<file path="src/hdl/tasd_pkg.sv">
// Package for the tagged argument stream decoder.
// Holds the request/response payload types, command and kind codes, and queue sizes.
// No dependencies.
package tasd_pkg;

   // Request commands
   localparam logic [1:0] CMD_START = 2'd0;
   localparam logic [1:0] CMD_DATA  = 2'd1;
   localparam logic [1:0] CMD_END   = 2'd2;

   // Result kinds
   localparam logic [3:0] KIND_INT32  = 4'd0;
   localparam logic [3:0] KIND_FLOAT  = 4'd1;
   localparam logic [3:0] KIND_STR    = 4'd2;
   localparam logic [3:0] KIND_BBYTE  = 4'd3;
   localparam logic [3:0] KIND_INT64  = 4'd4;
   localparam logic [3:0] KIND_TIME   = 4'd5;
   localparam logic [3:0] KIND_DOUBLE = 4'd6;
   localparam logic [3:0] KIND_CHAR   = 4'd7;
   localparam logic [3:0] KIND_TRUE   = 4'd8;
   localparam logic [3:0] KIND_FALSE  = 4'd9;
   localparam logic [3:0] KIND_NIL    = 4'd10;
   localparam logic [3:0] KIND_INF    = 4'd11;
   localparam logic [3:0] KIND_BLEN   = 4'd12;
   localparam logic [3:0] KIND_ERR    = 4'd13;

   // Error codes
   localparam logic [2:0] ERR_NONE      = 3'd0;
   localparam logic [2:0] ERR_BAD_TAG   = 3'd1;
   localparam logic [2:0] ERR_SHORT_32  = 3'd2;
   localparam logic [2:0] ERR_SHORT_64  = 3'd3;
   localparam logic [2:0] ERR_NO_NUL    = 3'd4;
   localparam logic [2:0] ERR_BAD_BLOB  = 3'd5;

   // Seconds from 1900-01-01 to 1970-01-01: (70 * 365 + 17) days
   localparam logic [63:0] EPOCH_SHIFT = 64'd2208988800;

   // Queue sizes
   localparam int ITEM_DEPTH = 2;
   localparam int ITEM_PTR_W = (ITEM_DEPTH > 1) ? $clog2(ITEM_DEPTH) : 1;
   localparam int ITEM_CNT_W = $clog2(ITEM_DEPTH + 1);
   localparam int RSP_DEPTH  = 2;
   localparam int RSP_PTR_W  = (RSP_DEPTH > 1) ? $clog2(RSP_DEPTH) : 1;
   localparam int RSP_CNT_W  = $clog2(RSP_DEPTH + 1);

   // What a start tag asks for
   typedef enum logic [2:0] {
      TOP_NOW    = 3'd0,
      TOP_FIXED  = 3'd1,
      TOP_STRING = 3'd2,
      TOP_BLOB   = 3'd3,
      TOP_BAD    = 3'd4
   } tag_op_type;

   // Decoder phases, one-hot
   typedef enum logic [5:0] {
      PH_IDLE   = 6'b000001,
      PH_FIXED  = 6'b000010,
      PH_STRING = 6'b000100,
      PH_BLEN   = 6'b001000,
      PH_BDATA  = 6'b010000,
      PH_PAD    = 6'b100000
   } phase_type;

   typedef struct packed {
      logic [1:0] command;
      logic [7:0] tag_char;
      logic [7:0] data_byte;
   } req_type;

   typedef struct packed {
      logic [3:0]         kind;
      logic signed [63:0] value;
      logic [31:0]        time_fraction;
      logic               immediate;
      logic               payload_valid;
      logic               last;
      logic [2:0]         error_code;
   } rsp_type;

   // Classified request passed from front to back
   typedef struct packed {
      logic [1:0] command;
      tag_op_type op;
      logic [3:0] kind;
      logic [7:0] data_byte;
   } item_type;

   // Handshake between front queue and back decoder
   typedef struct packed {
      logic valid;
      logic pop;
   } item_hs_type;

endpackage

</file>
<file path="src/hdl/tasd_front.sv">
// Front end of the tagged argument stream decoder: classifies start tags
// and buffers classified requests in a short queue. Depends on tasd_pkg.
module tasd_front (
   input  logic              clock,
   input  logic              reset,
   input  logic              req_push,
   output logic              req_full,
   input  tasd_pkg::req_type req_item,
   output logic              item_valid,
   input  logic              item_pop,
   output tasd_pkg::item_type item_head
);

   tasd_pkg::item_type                 slot_ff [tasd_pkg::ITEM_DEPTH];
   logic [tasd_pkg::ITEM_PTR_W-1:0]    wr_ptr_ff, wr_ptr_in;
   logic [tasd_pkg::ITEM_PTR_W-1:0]    rd_ptr_ff, rd_ptr_in;
   logic [tasd_pkg::ITEM_CNT_W-1:0]    count_ff, count_in;
   tasd_pkg::item_type                 classified;
   logic                               push_ok;
   logic                               pop_ok;

   // Tag classification
   always_comb begin
      classified.command   = req_item.command;
      classified.data_byte = req_item.data_byte;
      classified.op        = tasd_pkg::TOP_BAD;
      classified.kind      = tasd_pkg::KIND_ERR;
      unique case (req_item.tag_char)
         8'h54: begin classified.op = tasd_pkg::TOP_NOW;    classified.kind = tasd_pkg::KIND_TRUE;   end // T
         8'h46: begin classified.op = tasd_pkg::TOP_NOW;    classified.kind = tasd_pkg::KIND_FALSE;  end // F
         8'h4E: begin classified.op = tasd_pkg::TOP_NOW;    classified.kind = tasd_pkg::KIND_NIL;    end // N
         8'h49: begin classified.op = tasd_pkg::TOP_NOW;    classified.kind = tasd_pkg::KIND_INF;    end // I
         8'h73: begin classified.op = tasd_pkg::TOP_STRING; classified.kind = tasd_pkg::KIND_STR;    end // s
         8'h62: begin classified.op = tasd_pkg::TOP_BLOB;   classified.kind = tasd_pkg::KIND_BLEN;   end // b
         8'h69: begin classified.op = tasd_pkg::TOP_FIXED;  classified.kind = tasd_pkg::KIND_INT32;  end // i
         8'h66: begin classified.op = tasd_pkg::TOP_FIXED;  classified.kind = tasd_pkg::KIND_FLOAT;  end // f
         8'h63: begin classified.op = tasd_pkg::TOP_FIXED;  classified.kind = tasd_pkg::KIND_CHAR;   end // c
         8'h68: begin classified.op = tasd_pkg::TOP_FIXED;  classified.kind = tasd_pkg::KIND_INT64;  end // h
         8'h74: begin classified.op = tasd_pkg::TOP_FIXED;  classified.kind = tasd_pkg::KIND_TIME;   end // t
         8'h64: begin classified.op = tasd_pkg::TOP_FIXED;  classified.kind = tasd_pkg::KIND_DOUBLE; end // d
         default: begin
            classified.op   = tasd_pkg::TOP_BAD;
            classified.kind = tasd_pkg::KIND_ERR;
         end
      endcase
   end

   // Queue control
   assign req_full   = (count_ff == tasd_pkg::ITEM_CNT_W'(tasd_pkg::ITEM_DEPTH));
   assign item_valid = (count_ff != '0);
   assign push_ok    = req_push & ~req_full;
   assign pop_ok     = item_pop & item_valid;
   assign item_head  = slot_ff[rd_ptr_ff];

   always_comb begin
      wr_ptr_in = wr_ptr_ff;
      rd_ptr_in = rd_ptr_ff;
      count_in  = count_ff;
      if (push_ok) begin
         wr_ptr_in = (wr_ptr_ff == tasd_pkg::ITEM_PTR_W'(tasd_pkg::ITEM_DEPTH - 1)) ?
                     '0 : wr_ptr_ff + 1'b1;
      end
      if (pop_ok) begin
         rd_ptr_in = (rd_ptr_ff == tasd_pkg::ITEM_PTR_W'(tasd_pkg::ITEM_DEPTH - 1)) ?
                     '0 : rd_ptr_ff + 1'b1;
      end
      if (push_ok && !pop_ok) begin
         count_in = count_ff + 1'b1;
      end else if (!push_ok && pop_ok) begin
         count_in = count_ff - 1'b1;
      end
   end

   always_ff @(posedge clock) begin
      if (reset) begin
         wr_ptr_ff <= '0;
         rd_ptr_ff <= '0;
         count_ff  <= '0;
      end else begin
         wr_ptr_ff <= wr_ptr_in;
         rd_ptr_ff <= rd_ptr_in;
         count_ff  <= count_in;
      end
   end

   // Payload slots
   always_ff @(posedge clock) begin
      if (push_ok) begin
         slot_ff[wr_ptr_ff] <= classified;
      end
   end

endmodule

</file>
<file path="src/hdl/tasd_rsp_queue.sv">
// Result queue of the tagged argument stream decoder: holds finished results
// until the receiver pops them. Depends on tasd_pkg.
module tasd_rsp_queue (
   input  logic              clock,
   input  logic              reset,
   input  logic              push,
   input  tasd_pkg::rsp_type wr_item,
   output logic              full,
   output logic              rsp_empty,
   input  logic              rsp_pop,
   output tasd_pkg::rsp_type rsp_item
);

   tasd_pkg::rsp_type               slot_ff [tasd_pkg::RSP_DEPTH];
   logic [tasd_pkg::RSP_PTR_W-1:0]  wr_ptr_ff, wr_ptr_in;
   logic [tasd_pkg::RSP_PTR_W-1:0]  rd_ptr_ff, rd_ptr_in;
   logic [tasd_pkg::RSP_CNT_W-1:0]  count_ff, count_in;
   logic                            push_ok;
   logic                            pop_ok;

   assign full      = (count_ff == tasd_pkg::RSP_CNT_W'(tasd_pkg::RSP_DEPTH));
   assign rsp_empty = (count_ff == '0);
   assign push_ok   = push & ~full;
   assign pop_ok    = rsp_pop & ~rsp_empty;
   assign rsp_item  = slot_ff[rd_ptr_ff];

   // Pointer and fill count update
   always_comb begin
      wr_ptr_in = wr_ptr_ff;
      rd_ptr_in = rd_ptr_ff;
      count_in  = count_ff;
      if (push_ok) begin
         wr_ptr_in = (wr_ptr_ff == tasd_pkg::RSP_PTR_W'(tasd_pkg::RSP_DEPTH - 1)) ?
                     '0 : wr_ptr_ff + 1'b1;
      end
      if (pop_ok) begin
         rd_ptr_in = (rd_ptr_ff == tasd_pkg::RSP_PTR_W'(tasd_pkg::RSP_DEPTH - 1)) ?
                     '0 : rd_ptr_ff + 1'b1;
      end
      if (push_ok && !pop_ok) begin
         count_in = count_ff + 1'b1;
      end else if (!push_ok && pop_ok) begin
         count_in = count_ff - 1'b1;
      end
   end

   always_ff @(posedge clock) begin
      if (reset) begin
         wr_ptr_ff <= '0;
         rd_ptr_ff <= '0;
         count_ff  <= '0;
      end else begin
         wr_ptr_ff <= wr_ptr_in;
         rd_ptr_ff <= rd_ptr_in;
         count_ff  <= count_in;
      end
   end

   always_ff @(posedge clock) begin
      if (push_ok) begin
         slot_ff[wr_ptr_ff] <= wr_item;
      end
   end

endmodule

</file>
<file path="src/hdl/tasd_back.sv">
// Back end of the tagged argument stream decoder: runs the argument state
// machine on classified requests and builds results. Depends on tasd_pkg.
module tasd_back (
   input  logic                  clock,
   input  logic                  reset,
   input  tasd_pkg::item_hs_type item_hs_in,
   output logic                  item_pop,
   input  tasd_pkg::item_type    item,
   input  logic                  rsp_full,
   output logic                  rsp_push,
   output tasd_pkg::rsp_type     rsp_out
);

   tasd_pkg::phase_type phase_ff, phase_in;
   logic [3:0]          arg_kind_ff, arg_kind_in;
   logic [3:0]          byte_count_ff, byte_count_in;
   logic [63:0]         assembly_ff, assembly_in;
   logic [30:0]         blob_rem_ff, blob_rem_in;
   logic [1:0]          align_ff, align_in;

   logic                wide;
   logic [2:0]          pend_err;
   logic [63:0]         asm_shift;
   logic [31:0]         blen_word;
   logic [3:0]          cnt_inc;
   logic [1:0]          align_inc;
   logic [30:0]         rem_dec;
   logic [63:0]         unix_secs;
   logic                res_valid;
   tasd_pkg::rsp_type   res;

   // Take a request whenever one waits and the result queue has room
   assign item_pop = item_hs_in.valid & ~rsp_full;
   assign rsp_push = item_pop & res_valid;
   assign rsp_out  = res;

   assign wide = (arg_kind_ff == tasd_pkg::KIND_INT64) ||
                 (arg_kind_ff == tasd_pkg::KIND_TIME) ||
                 (arg_kind_ff == tasd_pkg::KIND_DOUBLE);

   // Error an unfinished argument reports on start or end
   always_comb begin
      unique case (phase_ff)
         tasd_pkg::PH_FIXED:  pend_err = wide ? tasd_pkg::ERR_SHORT_64 : tasd_pkg::ERR_SHORT_32;
         tasd_pkg::PH_STRING: pend_err = tasd_pkg::ERR_NO_NUL;
         tasd_pkg::PH_BLEN:   pend_err = tasd_pkg::ERR_SHORT_32;
         tasd_pkg::PH_BDATA:  pend_err = tasd_pkg::ERR_BAD_BLOB;
         default:             pend_err = tasd_pkg::ERR_NONE;
      endcase
   end

   // Datapath helpers
   assign asm_shift = {assembly_ff[55:0], item.data_byte};
   assign blen_word = {assembly_ff[23:0], item.data_byte};
   assign cnt_inc   = byte_count_ff + 4'd1;
   assign align_inc = align_ff + 2'd1;
   assign rem_dec   = blob_rem_ff - 31'd1;
   assign unix_secs = {32'd0, asm_shift[63:32]} - tasd_pkg::EPOCH_SHIFT;

   // Argument state machine
   always_comb begin
      phase_in      = phase_ff;
      arg_kind_in   = arg_kind_ff;
      byte_count_in = byte_count_ff;
      assembly_in   = assembly_ff;
      blob_rem_in   = blob_rem_ff;
      align_in      = align_ff;
      res_valid     = 1'b0;
      res           = '0;

      if (item_pop) begin
         unique case (item.command)
            tasd_pkg::CMD_START: begin
               phase_in      = tasd_pkg::PH_IDLE;
               byte_count_in = '0;
               assembly_in   = '0;
               blob_rem_in   = '0;
               align_in      = '0;
               if (pend_err != tasd_pkg::ERR_NONE) begin
                  res_valid      = 1'b1;
                  res.kind       = tasd_pkg::KIND_ERR;
                  res.error_code = pend_err;
               end else begin
                  unique case (item.op)
                     tasd_pkg::TOP_NOW: begin
                        res_valid         = 1'b1;
                        res.kind          = item.kind;
                        res.value         = (item.kind == tasd_pkg::KIND_TRUE) ? 64'sd1 : 64'sd0;
                        res.payload_valid = 1'b1;
                     end
                     tasd_pkg::TOP_FIXED, tasd_pkg::TOP_STRING, tasd_pkg::TOP_BLOB: begin
                        arg_kind_in = item.kind;
                        unique case (item.op)
                           tasd_pkg::TOP_STRING: phase_in = tasd_pkg::PH_STRING;
                           tasd_pkg::TOP_BLOB:   phase_in = tasd_pkg::PH_BLEN;
                           default:              phase_in = tasd_pkg::PH_FIXED;
                        endcase
                     end
                     default: begin
                        res_valid      = 1'b1;
                        res.kind       = tasd_pkg::KIND_ERR;
                        res.error_code = tasd_pkg::ERR_BAD_TAG;
                     end
                  endcase
               end
            end

            tasd_pkg::CMD_END: begin
               phase_in      = tasd_pkg::PH_IDLE;
               byte_count_in = '0;
               assembly_in   = '0;
               blob_rem_in   = '0;
               align_in      = '0;
               if (pend_err != tasd_pkg::ERR_NONE) begin
                  res_valid      = 1'b1;
                  res.kind       = tasd_pkg::KIND_ERR;
                  res.error_code = pend_err;
               end
            end

            tasd_pkg::CMD_DATA: begin
               unique case (phase_ff)
                  // Big-endian assembly of 4- or 8-byte values
                  tasd_pkg::PH_FIXED: begin
                     assembly_in   = asm_shift;
                     byte_count_in = cnt_inc;
                     if (cnt_inc >= (wide ? 4'd8 : 4'd4)) begin
                        res_valid         = 1'b1;
                        res.kind          = arg_kind_ff;
                        res.payload_valid = 1'b1;
                        case (arg_kind_ff)
                           tasd_pkg::KIND_INT32:
                              res.value = {{32{asm_shift[31]}}, asm_shift[31:0]};
                           tasd_pkg::KIND_FLOAT:
                              res.value = {32'd0, asm_shift[31:0]};
                           tasd_pkg::KIND_CHAR:
                              res.value = {56'd0, asm_shift[7:0]};
                           tasd_pkg::KIND_TIME: begin
                              if (asm_shift == 64'd1) begin
                                 res.immediate = 1'b1;
                              end else begin
                                 res.value         = unix_secs;
                                 res.time_fraction = asm_shift[31:0];
                              end
                           end
                           default:
                              res.value = asm_shift;
                        endcase
                        phase_in      = tasd_pkg::PH_IDLE;
                        byte_count_in = '0;
                        assembly_in   = '0;
                        blob_rem_in   = '0;
                        align_in      = '0;
                     end
                  end

                  // String characters, NUL ends the run
                  tasd_pkg::PH_STRING: begin
                     align_in  = align_inc;
                     res_valid = 1'b1;
                     res.kind  = tasd_pkg::KIND_STR;
                     if (item.data_byte != 8'd0) begin
                        res.value         = {56'd0, item.data_byte};
                        res.payload_valid = 1'b1;
                     end else begin
                        res.last      = 1'b1;
                        phase_in      = (align_inc == 2'd0) ? tasd_pkg::PH_IDLE : tasd_pkg::PH_PAD;
                        byte_count_in = '0;
                        assembly_in   = '0;
                        blob_rem_in   = '0;
                     end
                  end

                  // Blob length header
                  tasd_pkg::PH_BLEN: begin
                     assembly_in   = {32'd0, blen_word};
                     byte_count_in = cnt_inc;
                     if (cnt_inc >= 4'd4) begin
                        res_valid     = 1'b1;
                        phase_in      = tasd_pkg::PH_IDLE;
                        byte_count_in = '0;
                        assembly_in   = '0;
                        blob_rem_in   = '0;
                        align_in      = '0;
                        if (blen_word[31]) begin
                           res.kind       = tasd_pkg::KIND_ERR;
                           res.error_code = tasd_pkg::ERR_BAD_BLOB;
                        end else begin
                           res.kind          = tasd_pkg::KIND_BLEN;
                           res.value         = {33'd0, blen_word[30:0]};
                           res.payload_valid = 1'b1;
                           res.last          = (blen_word[30:0] == 31'd0);
                           if (blen_word[30:0] != 31'd0) begin
                              phase_in    = tasd_pkg::PH_BDATA;
                              arg_kind_in = tasd_pkg::KIND_BBYTE;
                              blob_rem_in = blen_word[30:0];
                           end
                        end
                     end
                  end

                  // Blob bytes
                  tasd_pkg::PH_BDATA: begin
                     align_in          = align_inc;
                     blob_rem_in       = rem_dec;
                     res_valid         = 1'b1;
                     res.kind          = tasd_pkg::KIND_BBYTE;
                     res.value         = {56'd0, item.data_byte};
                     res.payload_valid = 1'b1;
                     if (rem_dec == 31'd0) begin
                        res.last      = 1'b1;
                        phase_in      = (align_inc == 2'd0) ? tasd_pkg::PH_IDLE : tasd_pkg::PH_PAD;
                        byte_count_in = '0;
                        assembly_in   = '0;
                     end
                  end

                  // Skip padding to a 4-byte boundary
                  tasd_pkg::PH_PAD: begin
                     align_in = align_inc;
                     if (align_inc == 2'd0) begin
                        phase_in      = tasd_pkg::PH_IDLE;
                        byte_count_in = '0;
                        assembly_in   = '0;
                        blob_rem_in   = '0;
                     end
                  end

                  default: begin
                     // idle: data is dropped
                  end
               endcase
            end

            default: begin
               // unused command: no effect
            end
         endcase
      end
   end

   always_ff @(posedge clock) begin
      if (reset) begin
         phase_ff      <= tasd_pkg::PH_IDLE;
         arg_kind_ff   <= '0;
         byte_count_ff <= '0;
         assembly_ff   <= '0;
         blob_rem_ff   <= '0;
         align_ff      <= '0;
      end else begin
         phase_ff      <= phase_in;
         arg_kind_ff   <= arg_kind_in;
         byte_count_ff <= byte_count_in;
         assembly_ff   <= assembly_in;
         blob_rem_ff   <= blob_rem_in;
         align_ff      <= align_in;
      end
   end

`ifndef SYNTHESIS
   // Blob counter only live while blob bytes are expected
   a_blob_rem_idle: assert property (@(posedge clock) disable iff (reset)
      (phase_ff != tasd_pkg::PH_BDATA) |-> (blob_rem_ff == 31'd0))
      else $error("blob counter nonzero outside blob data");

   // Alignment counter cleared whenever idle
   a_align_idle: assert property (@(posedge clock) disable iff (reset)
      (phase_ff == tasd_pkg::PH_IDLE) |-> (align_ff == 2'd0))
      else $error("alignment counter nonzero while idle");

   // Fourth byte of a narrow value completes it and returns to idle
   a_narrow_done: assert property (@(posedge clock) disable iff (reset)
      (item_pop && item.command == tasd_pkg::CMD_DATA &&
       phase_ff == tasd_pkg::PH_FIXED && byte_count_ff == 4'd3 && !wide)
      |=> (phase_ff == tasd_pkg::PH_IDLE))
      else $error("narrow value not completed after four bytes");

   // Never push a result into a full queue
   a_no_overflow: assert property (@(posedge clock) disable iff (reset)
      rsp_push |-> !rsp_full)
      else $error("result pushed into full queue");
`endif

endmodule

</file>
<file path="src/hdl/tagged_argument_stream_decoder_unit.sv">
// Top level of the tagged argument stream decoder.
// Instantiates tasd_front, tasd_back and tasd_rsp_queue; depends on tasd_pkg.
//
// Usage:
//   Request channel: drive req_item and raise req_push; the request is taken
//   at a rising edge where req_push is high and req_full is low. A start
//   request carries a type tag, a data request one argument byte, an end
//   request closes the packet data.
//   Result channel: while rsp_empty is low the oldest result sits on
//   rsp_item; it is taken at an edge where rsp_pop is high.
//   Path: a taken request waits in the request queue, is decoded as it
//   leaves, and its result (if any) is registered in the result queue.
//   Throughput: one request per cycle while the result queue has room, set
//   by the decoder state machine, handling one classified request each cycle.
//   Stall: results wait in a two-entry queue; once it fills the decoder
//   holds, the two-entry request queue then fills and req_full rises.
//   Reset: synchronous, active high; both queues empty and the decoder
//   returns to idle with all counters and the assembly register cleared.
module tagged_argument_stream_decoder_unit (
   input  logic              clock,
   input  logic              reset,
   input  logic              req_push,
   output logic              req_full,
   input  tasd_pkg::req_type req_item,
   output logic              rsp_empty,
   input  logic              rsp_pop,
   output tasd_pkg::rsp_type rsp_item
);

   tasd_pkg::item_hs_type item_hs;
   tasd_pkg::item_type    item_head;
   logic                  item_valid;
   logic                  item_pop;
   logic                  rsp_full;
   logic                  rsp_push;
   tasd_pkg::rsp_type     rsp_new;

   // Front: classify and queue requests
   tasd_front u_front (
      .clock      (clock),
      .reset      (reset),
      .req_push   (req_push),
      .req_full   (req_full),
      .req_item   (req_item),
      .item_valid (item_valid),
      .item_pop   (item_pop),
      .item_head  (item_head)
   );

   always_comb begin
      item_hs.valid = item_valid;
      item_hs.pop   = item_pop;
   end

   // Back: argument decoding
   tasd_back u_back (
      .clock      (clock),
      .reset      (reset),
      .item_hs_in (item_hs),
      .item_pop   (item_pop),
      .item       (item_head),
      .rsp_full   (rsp_full),
      .rsp_push   (rsp_push),
      .rsp_out    (rsp_new)
   );

   // Result queue
   tasd_rsp_queue u_rsp_queue (
      .clock     (clock),
      .reset     (reset),
      .push      (rsp_push),
      .wr_item   (rsp_new),
      .full      (rsp_full),
      .rsp_empty (rsp_empty),
      .rsp_pop   (rsp_pop),
      .rsp_item  (rsp_item)
   );

endmodule
</file>
<file path="config.mk">
export PLATFORM = sky130hd
export DESIGN_NAME = tagged_argument_stream_decoder_unit
export DESIGN_NICKNAME = d
export VERILOG_FILES = /design/src/hdl/tasd_pkg.sv /design/src/hdl/tasd_front.sv /design/src/hdl/tasd_rsp_queue.sv /design/src/hdl/tasd_back.sv /design/src/hdl/tagged_argument_stream_decoder_unit.sv
export SDC_FILE = /design/constraint.sdc
export NUM_CORES = 1
export LEC_CHECK = 0
export ABC_AREA = 1
export BUFFER_PORTS_ARGS = -buffer_cell sky130_fd_sc_hd__buf_2
export CORE_MARGIN = 2
export CORE_UTILIZATION = 30
export CTS_CLUSTER_DIAMETER = 80
export CTS_CLUSTER_SIZE = 10
export DETAILED_ROUTE_END_ITERATION = 10
export GPL_TIMING_DRIVEN = 0
export PLACE_DENSITY = 0.51
export SYNTH_ARGS = -nofsm -noshare
export SYNTH_HDL_FRONTEND = slang
export SYNTH_SLANG_ARGS = --single-unit
</file>
<file path="constraint.sdc">
create_clock -name clock -period 17.5 [get_ports clock]
set_input_delay 3.5 -clock clock [delete_from_list [all_inputs] [get_ports clock]]
set_output_delay 3.5 -clock clock [all_outputs]
set_load 0.005 [all_outputs]
</file>
== After elaboration in Yosys (flattened, before gate mapping) ==
Memories as Yosys holds them, arrays and structs flattened. A register that Yosys moved wholly into a read port is not among the register bits.
Cells that the tools add are included.
Widths: inputs -> output; s select.

* Eq/ne operators: 44
* Add/sub/neg operators: 12
* Muxes and demuxes: 112
* $lt $le $gt $ge: 2
* Reduce and logical (&&, ||, !) cells: 36
* Bitwise gates (word level): 9

{| class="wikitable"
|+ Operator list
! kind !! count
|-
| $pmux 56 s5 || 1
|-
| $pmux 68 s4 || 1
|-
| $pmux 64 s4 || 1
|-
| $mux 56 || 4
|-
| $mux 31 || 7
|-
| $pmux 31 s5 || 1
|-
| $mux 64 || 2
|-
| $pmux 64 s2 || 1
|-
| $pmux 56 s2 || 1
|-
| $mux 106 || 1
|-
| $mux 102 || 1
|-
| $mux 33 || 3
|-
| $eq 8x7->1 const B || 12
|-
| $mux 96 || 1
|-
| $pmux 7 s12 || 1
|-
| $mux 68 || 1
|-
| $eq 64x1->1 const B || 1
|-
| $logic_not 31->1 || 2
|-
| $pmux 31 s2 || 1
|-
| $mux 4 || 14
|-
| $mux 6 || 8
|-
| $sub 32x32->33 const B || 1
|-
| $mux 32 || 1
|-
| $pmux 4 s2 || 4
|-
| 60 further kinds || 144
|}

* Register bits after elaboration: 111
* Word-level logic and storage cells: 229
* Input port bits: 22
* Memory bits (writable): 246
* Output and inout bits: 108
* Memories kept: 2

{| class="wikitable"
|+ Memory list
! name !! words !! width !! read ports !! clocked after memory_dff !! write ports !! RTL line !! text
|-
| u_rsp_queue.slot_ff || 2 || 106 || 1 || 1 || 1 || tasd_rsp_queue.sv:14 || <nowiki>tasd_pkg::rsp_type slot_ff [tasd_pkg::RSP_DEPTH];</nowiki>
|-
| u_front.slot_ff || 2 || 17 || 1 || 1 || 1 || tasd_front.sv:14 || <nowiki>tasd_pkg::item_type slot_ff [tasd_pkg::ITEM_DEPTH];</nowiki>
|}

== Longest topological paths before layout ==
* Depth in word-level cells: 15
* Depth in mapped cells: 19

== By module ==
From an unflattened synthesis, not the netlist that was laid out.

* Cell total of the unflattened synthesis: 2022
* Area total of the unflattened synthesis: 18236.2 um2

{| class="wikitable"
|+ Modules (own cells, without submodules)
! module !! area an instance (um2) !! cells an instance !! times used
|-
| tasd_back || 8418.1 || 1510 || 1
|-
| tasd_rsp_queue || 8050.2 || 367 || 1
|-
| tasd_front || 1767.9 || 145 || 1
|}

== Worst setup path after synthesis ==
OpenSTA, ideal clock, no wires.

* Path type: flip-flop to flip-flop
* Start: reg (tool-made name)
* End: mem u_rsp_queue.slot_ff[1][0] (netlist name) (enable)
* Cell stages (with the launch flop): 11
* Slack: 10.561 ns
* Path buffers: 3
* Library setup time: 0.573 ns
* Arrival: 6.366 ns
* Data required time: 16.927 ns
* Cell sequence: dfxtp_1 > buf_4 > clkbuf_1 > o21ai_0 > inv_1 > ha_1 > clkbuf_1 > o21ai_0 > nand3_1 > nand2_1 > nor2_1

{| class="wikitable"
|+ RTL lines
! what !! RTL line
|-
| to (decl) || tasd_rsp_queue.sv:14
|}

==> flow_summary.toml <==
[placed_design]
place_inst = 2962
gp_congestion = 0.947
port_buffers = 129
dp_hpwl_um = 45900

[status]
outcome = "finished, final reports clean"

[run]
maxCapViolations = 0

[die]
rows = 90
top_level_ports = 130
coreArea_um2 = 60100
start_util = 0.303
die_h_um = 250
design.die.area_um2 = 62700
die_w_um = 250

[synthesis]
synthAdderAreaFrac = 0.00756
synth_cells = 2045
post_synth.cell_area_avg_um2 = 8.90
synthTopCellsByCount = "399 x nand2_1, 288 x nor2_1, 246 x edfxtp_1"
synth_top_area_share = 0.406
synth_top_family_by_area = "simple AND/OR/NAND/NOR gates"
synth-edff-count = 246
synth-warning-count = 0
synth_area_leaders = "edfxtp_1 41%, dfxtp_1 12%, nand2_1 8.2%"
synth-xor-area-share = 0.00722
synth_compound_area_frac = 0.102
yosysMostFrequentCell = "nand2_1"
yosys.area_share.simple = 0.218
yosysUniqueCellTypes = 54
ys_seq_elements = 359
syn_area_um2 = 18200
synth_flop_cell = "edfxtp_1"
ys_seq_area_frac = 0.530
async_flop_share = 0
synth_mux_area_frac = 0.0661
synth_largest_area_cell = "edfxtp_1"
syn_nets = 2078

[routing]
drt-initial-drc-count = 1366
wirelength_um = 60500
routed_via_density = 5.05
drt-pass1-iter-count = 5
via_count = 15400
ant_nets = 0
wl_per_cell_um = 19.9
drc = 0

[critical_path]
cp_num_buf_inv = 4
critical_path_class = "reg2out"
crit_top_cell = "clkbuf_1"
cp.required_ps = 14000
worstPathMaxFanout = 10
slowest_stage = "clkbuf_1"
rrSetupSlack_ps = 12940
worstPathArrival_ps = 3350
ff2ff_path_depth = 12
reg2reg_to = "u_rsp_queue.slot_ff[0][12]"
critPathCaptureType = "primary output"
worstSetupStartpointType = "register"
cp_top_family = "buffers and inverters"
crit_cells = 5
critPathMaxStageDelay_ps = 690
cp_cell_sequence = "clkbuf_1 -> clkbuf_1 -> clkbuf_1 -> mux2_2 -> buf_2"

[min_path]
hold_path_depth = 1
hold_class = "reg2reg"
min_from = "u_front.rd_ptr_ff"
hold-path-endpoint = "u_front.rd_ptr_ff"

[timing]
slew_viol_final = 0
worst_pin_slew_ps = 1380
clock_skew_ps = 20.6
fin_hold_ws_ps = 459
setup_viol = 0
finalWorstPathRequiredPeriod_ps = 6850
finalHoldViolCount = 0
setup_tns_ps = 0
period_share = 0.391
grt_setup_unrepaired = "false"
clock.fmax_mhz = 146
maxSlewHeadroom = 0.0680

[global_routing]
antenna_found_initial = 1
grt_pass1_vias = 14300
grtUsageTotal = 0.189
grt.overflow.total = 0
grt_pass1_wl_um = 90000
grt_max_degree = 31

[clocking]
postCtsResizedCells = 0
htreeDepth = 2
post-cts-setup-buffers = 0
cts_sinks = 359
cts_max_path_buffers = 3
clk_pin_slew_ps = 50
cts_root_buf = "clkbuf_16"
hold_buffers = 0
cts_tree = "done"
clkLatencyLatePin_ps = 580
cts_buffers = 43

[power_and_ir_drop]
p_total_uw = 3810
p_leak_uw = 0.00805
powerDensity_nw_per_um2 = 179
peakVddDrop_v = 0.0000688

[cells_and_area]
nFillCells = 6286
area_delta_synth_final_pct = 16.8
fin_util = 0.354
fin_cells = 3042
drive_gt1_frac = 0.169
diodes = 0
nNetsFinal = 2258
## power breakdown
group / leakage (uW) / internal [uW] / total (uW) / switching, uW
Clock: 0.000618 / 490 / 844 / 354
Sequential: 0.00322 / 1070 / 1240 / 167
Combinational: 0.00421 / 579 / 1730 / 1150
Total: 0.00805 / 2140 / 3810 / 1680
## kinds of logic after synthesis
| logic type | count (synthesis) |
|---|---|
| and+or+nand+nor | 932 |
| buffers and inverters | 283 |
| AOI/OAI and AO/OA | 338 |
| DFF | 359 |
| adders and majority gates | 11 |
| xor gates and xnor gates | 15 |
| muxes | 107 |
## registers in the layout (all words and copies together) (netlist names), 2 cells and up, named ones only
name and flops:
u_back.align_ff 2, u_back.arg_kind_ff 4, u_rsp_queue.count_ff 2, u_front.slot_ff 34
u_front.count_ff 2, u_back.phase_ff 6, u_back.byte_count_ff 4, u_back.blob_rem_ff 31
u_rsp_queue.slot_ff 212, u_back.assembly_ff 56
## cell usage in the layout, fill, tap and decap left out, types with 33 or more instances in the layout
master / instances
nand2_1: 399
nor2_1: 284
edfxtp_1: 246
inv_1: 180
a21oi_1: 171
nand3_1: 142
buf_2: 141
dfxtp_1: 113
mux2_2: 106
o21ai_0: 85
clkbuf_1: 71
clkbuf_16: 44
nand4_1: 33
## cell type report
type | instances | area (um^2) | area share
Sequential cell | 359 | 9650 | 0.454
Buffer | 93 | 537 | 0.0252
Clock inverter | 6 | 76.3 | 0.00359
Timing Repair Buffer | 135 | 766 | 0.0360
Tap cell | 782 | 978 | 0.0460
Inverter | 190 | 713 | 0.0335
Clock buffer | 74 | 1220 | 0.0575
Multi-Input combinational cell | 1403 | 7320 | 0.344
## worst max-delay path by stage
stage / from / to / slack (ps)
global route: register / rsp_item[102] / 10440
floorplan: register / u_rsp_queue.slot_ff[1][0] / 10560
detailed placement: register / rsp_item[102] / 11150
CTS: register / rsp_item[102] / 10530
finish: register / rsp_item[102] / 10650
global placement: register / u_rsp_queue.slot_ff[1][57] / 6300
## metrics by stage
| stage | setup slack, ps | area [um^2] |
|---|---|---|
| global route | 10440 | 21300 |
| floorplan | 10560 | 18200 |
| finish | 10650 | 21300 |
| CTS | 10530 | 21300 |
| global placement | 6300 | 19800 |
| detailed placement | 11150 | 20000 |
## routing by layer
metal  vias up  global-route usage  part of all wire
met1      7360               0.263              0.45
li1       7349                   -                 -
met5         -                   0           0.00020
met2       557               0.303              0.45
met3       102              0.0244             0.064
met4         2              0.0616             0.029
No activity file was read; power rests on OpenSTA's default activity.
